===== src/design/msta_pkg.sv =====
// shared types and constants of the mesh segment triangle assembler
`default_nettype none
package msta_pkg;

  localparam logic [31:0] MAGIC_WORD = 32'h314C_4D53;

  typedef enum logic [2:0] {
    ST_TRI    = 3'd0,
    ST_MAGIC  = 3'd1,
    ST_TYPE   = 3'd2,
    ST_RANGE  = 3'd3,
    ST_OVFL   = 3'd4,
    ST_STRIP  = 3'd5
  } status_t;

  // one vertex row, x in the low word
  typedef logic [2:0][31:0] vtx_t;

  // per accepted beat: result job, vertex read and strip slot move
  typedef struct packed {
    logic    job_valid;
    status_t job_status;
    logic    job_quad;
    logic    rd_en;
    logic [1:0] rd_slot;
    logic    shuf_en;
    logic    shuf_dst;
  } ctl_t;

  typedef struct packed {
    status_t          status;
    logic [8:0][31:0] crd;
    logic             last;
  } res_t;

endpackage
`default_nettype wire


===== src/design/msta_asm.sv =====
// vertex slots, triangle assembly and result queue
`default_nettype none
module msta_asm (
  input  wire logic           clk,
  input  wire logic           rst_n,
  input  wire msta_pkg::ctl_t ctl,
  input  wire msta_pkg::vtx_t rd_data,
  input  wire logic           out_ready,
  output logic                in_ready,
  output logic                out_valid,
  output msta_pkg::res_t      res
);
  import msta_pkg::*;

  logic       job_valid_r, job_quad_r, rd_pend_r;
  status_t    job_status_r;
  logic [1:0] rd_slot_r;
  vtx_t       slot_r [4];
  vtx_t       s [4];
  res_t       r0, r1;
  res_t       q_r [4];
  logic [1:0] wp_r, rp_r;
  logic [2:0] cnt_r;
  logic [1:0] n_push;
  logic       pop;

  always_comb begin
    for (int k = 0; k < 4; k++) begin
      s[k] = (rd_pend_r && rd_slot_r == 2'(k)) ? rd_data : slot_r[k];
    end
  end

  always_comb begin
    r0 = '0;
    r1 = '0;
    n_push = 2'd0;
    if (job_valid_r) begin
      r0.status = job_status_r;
      r0.last   = 1'b1;
      n_push    = 2'd1;
      if (job_status_r == ST_TRI) begin
        r0.crd  = {s[2], s[1], s[0]};
        r0.last = ~job_quad_r;
        if (job_quad_r) begin
          n_push    = 2'd2;
          r1.status = ST_TRI;
          r1.crd    = {s[3], s[2], s[0]};
          r1.last   = 1'b1;
        end
      end
    end
  end

  assign pop       = out_valid && out_ready;
  assign out_valid = (cnt_r != 3'd0);
  assign res       = q_r[rp_r];
  assign in_ready  = (cnt_r + {1'b0, n_push}) <= 3'd2;

  always_ff @(posedge clk) begin
    if (!rst_n) begin
      job_valid_r <= 1'b0;
      rd_pend_r   <= 1'b0;
      wp_r        <= '0;
      rp_r        <= '0;
      cnt_r       <= '0;
    end else begin
      job_valid_r <= ctl.job_valid;
      rd_pend_r   <= ctl.rd_en;
      wp_r        <= wp_r + n_push;
      rp_r        <= rp_r + 2'(pop);
      cnt_r       <= cnt_r + {1'b0, n_push} - 3'(pop);
    end
  end

  always_ff @(posedge clk) begin
    job_status_r <= ctl.job_status;
    job_quad_r   <= ctl.job_quad;
    rd_slot_r    <= ctl.rd_slot;
    if (ctl.shuf_en) begin
      slot_r[{1'b0, ctl.shuf_dst}] <= s[2];
    end
    if (rd_pend_r) begin
      slot_r[rd_slot_r] <= rd_data;
    end
    if (n_push != 2'd0) begin
      q_r[wp_r] <= r0;
    end
    if (n_push == 2'd2) begin
      q_r[wp_r + 2'd1] <= r1;
    end
  end

endmodule
`default_nettype wire


===== config.mk =====
export PLATFORM = sky130hd
export DESIGN_NAME = msta_asm
export DESIGN_NICKNAME = d
export VERILOG_FILES = /design/src/design/msta_pkg.sv /design/src/design/msta_asm.sv
export SDC_FILE = /design/constraint.sdc
export NUM_CORES = 2
export LEC_CHECK = 0
export BUFFER_PORTS_ARGS = -buffer_cell sky130_fd_sc_hd__buf_2
export CAP_MARGIN = 20
export CORE_MARGIN = 2
export CORE_UTILIZATION = 45
export CTS_CLUSTER_DIAMETER = 150
export DETAILED_ROUTE_END_ITERATION = 6
export SLEW_MARGIN = 20
export SYNTH_ARGS = -nofsm -noshare
export SYNTH_HDL_FRONTEND = slang
export SYNTH_SLANG_ARGS = --single-unit

===== constraint.sdc =====
create_clock -name clk -period 18.9 [get_ports clk]
set_input_delay 3.78 -clock clk [delete_from_list [all_inputs] [get_ports clk]]
set_output_delay 3.78 -clock clk [all_outputs]
set_load 0.01 [all_outputs]

==> impl_metrics.tcl <==
set metrics [dict create \
    drt_first_pass_iters 6 \
    cts_buffer_depth 3 \
    hold_violations 0 \
    cts_num_sinks 1567 \
    insertion_delay_ns 0.79 \
    fmax_mhz 125.7 \
    dieArea_um2 154100 \
    worst_path_largest_cell_delay_ns 0.97 \
    crit_path_start "rp_r[1]" \
    status "complete, no violations" \
    yosys-top-cells-area "edfxtp_1 68%, mux4_2 9.7%, o22ai_1 7.0%" \
    path_cells "buf_12, buf_4, mux4_2, buf_2" \
    ctsHtreeMaxLevel 4 \
    die_h_um 392.5 \
    grt_use_total_pct 26.20 \
    fin_setup_tns_ns 0 \
    cp.arrival_ns 4.17 \
    synth_area_um2 67930 \
    synth_ff_type "edfxtp_1" \
    r2r-end "q_r[1][64]" \
    hold_path_class "reg -> reg" \
    drtAntennaViolNets 0 \
    ys_ff_latch 1567 \
    gp_congestion 0.7991 \
    maxCapViolations 0 \
    drc 0 \
    critPathMaxFanout 138 \
    skew_ns 0.03290 \
    async_reset_ff_share_pct 0 \
    postCtsSetupBuffers 0 \
    critPathSlowestCell "buf_4" \
    seq_area_frac_synth_pct 68.87 \
    drive_above_1_share_pct 26.94 \
    reg2reg_from "job_valid_r" \
    critPathTopFamily "buffers and inverters" \
    rrSetupSlack_ns 13.88 \
    min_from "q_r[1][289]" \
    core_area_um2 149800 \
    power.density_nw_per_um2 110.5 \
    peakVddDrop_v 0.00009005 \
    finalPower_w 0.008529 \
    routed_wl_um 204100 \
    nets 4465 \
    gr-total-overflow 0 \
    r2r_cells 5 \
    grt_antenna_before_repair 39 \
    vias 41200 \
    layout_commonest_cell "edfxtp_1" \
    hold_buffers 0 \
    holdPathEnd "q_r[1][289]" \
    worstMarginPinSlew_ns 1.215 \
    fin_crit_ns 7.952 \
    wire_per_inst_um 31.32 \
    p_leak_nw 27.00 \
    rsz0062_at_grt "false" \
    synth.distinct_cells 38 \
    syn_area_per_cell_um2 16.77 \
    io_pins 403 \
    startpoint_type "flop" \
    worstHoldPathCells 2 \
    slew_headroom_pct 19.00 \
    grt_pass1_vias 41280 \
    dieWidth_um 392.5 \
    rows 142 \
    crit_path_end_kind "primary output" \
    finalSetupViolCount 0 \
    synthCells 4050 \
    crit_type "reg -> out" \
    grt_max_degree 151 \
    yosysWarnings 0 \
    synth_edf_count 1540 \
    dp_hpwl_um 112900 \
    yosysTopAreaCellShare_pct 68.08 \
    post_cts_resized 0 \
    critPathRequiredTime_ns 15.12 \
    cts.clk_slew.worst_paths_ns 0.06 \
    final_cell_mix "1,540 x edfxtp_1, 764 x o22ai_1, 402 x buf_2, 394 x nor2_1, 386 x mux2i_1" \
    yosys.area.top_type "edfxtp_1" \
    syn_nets 4165 \
    path_buf_inv 3 \
    cts_buffers 171 \
    initial_utilization_pct 45.35 \
    drt_iter0_drc 4358 \
    slew_violations 0 \
    syn2layout_area_growth_pct 13.59 \
    via_per_inst 6.323 \
    portBuffers 402 \
    cts_tree "done" \
    timing.final.crit_share_pct 42.08 \
    cts_root_buf "clkbuf_16" \
    grt_pass1_wl_um 293900 \
]
-- cells by family (layout without fill, tap and decap cells) --
kind of cell | count (synthesis) | after routing | synth area share (%)
buffers and inverters | 353 | 783 | 2.391
other | 0 | 20 | 0
adder cells (fa/ha/maj) | 6 | 6 | 0.1216
multiplexers | 871 | 871 | 18.57
AO/OA/AOI/OAI | 781 | 781 | 7.197
AND/OR/NAND/NOR | 466 | 466 | 2.772
XOR/XNOR | 6 | 6 | 0.07736
flip-flops | 1567 | 1567 | 68.87
-- worst register-to-register path, cell delays in order (launching register included) --
cell,delay (ns)
dfxtp_1,0.50
nor3b_2,0.73
nand2_4,0.67
nand2_4,0.89
buf_4,0.96
buf_4,0.85
-- worst max path at each step --
stage | end | cells after the start
after floorplan | slot_r[0][0] | 2
after global placement | res[285] | 4
after detailed placement | res[285] | 4
after CTS | res[285] | 4
after global routing | res[284] | 4
final | res[110] | 4
-- metal layers --
metal / vias to the layer above / part of all wire [%] / track usage (%)
met5: - / 0.094 / 0
met4: 34 / 3.1 / 9.455
met3: 371 / 9.3 / 6.203
met2: 2008 / 46 / 39.84
met1: 21450 / 41 / 36.90
li1: 17340 / - / -
-- sequential cells by signal (all words and copies together), names as in the netlist --
signal        cells
rp_r              2
job_quad_r        1
cnt_r             3
slot_r          384
q_r            1168
rd_slot_r         2
wp_r              2
job_valid_r       1
rd_pend_r         1
job_status_r      3
-- Yosys cell counts (all sizes together) (4+ instances only) --
cell type  count
mux2i        387
clkbuf       194
and2          11
nand2         36
edfxtp      1540
mux2         192
mux4         292
nand3          9
inv            7
o21ai          9
dfxtp         27
o22a           4
ha             5
buf          152
xor2           4
o22ai        765
nor2         395
-- final cells by class --
class / count / area (um2)
fillers: 12360 / 72620
flip-flops and latches: 1567 / 46790
multi-input cells: 2130 / 19710
clock buffers: 217 / 4558
repair buffers: 473 / 2653
well taps: 2016 / 2522
clock inverters: 86 / 844.6
diodes: 20 / 50.05
inverters: 7 / 31.28
-- power breakdown --
part	switching [W]	internal (W)	total (W)
registers	0.0000551	0.00388	0.00393
logic	0.000742	0.000586	0.00133
clock network	0.00139	0.00188	0.00327
total	0.00218	0.00635	0.00853
-- stage by stage --
stage / std cells / hold WS (ns) / instance area [um2] / utilization [%] / setup WS [ns]
after global routing: 6510 / 0.4766 / 77150 / 51.51 / 10.59
after global placement: 6190 / 0.4402 / 71650 / 47.84 / 11.30
after detailed placement: 6191 / 0.4463 / 71680 / 47.86 / 11.26
final: 6516 / 0.4543 / 77160 / 51.52 / 10.95
after floorplan: 4050 / 0.4308 / 67930 / - / 10.02
after CTS: 6494 / 0.4553 / 77080 / 51.46 / 10.41
Power figures use the tool's default switching activity.
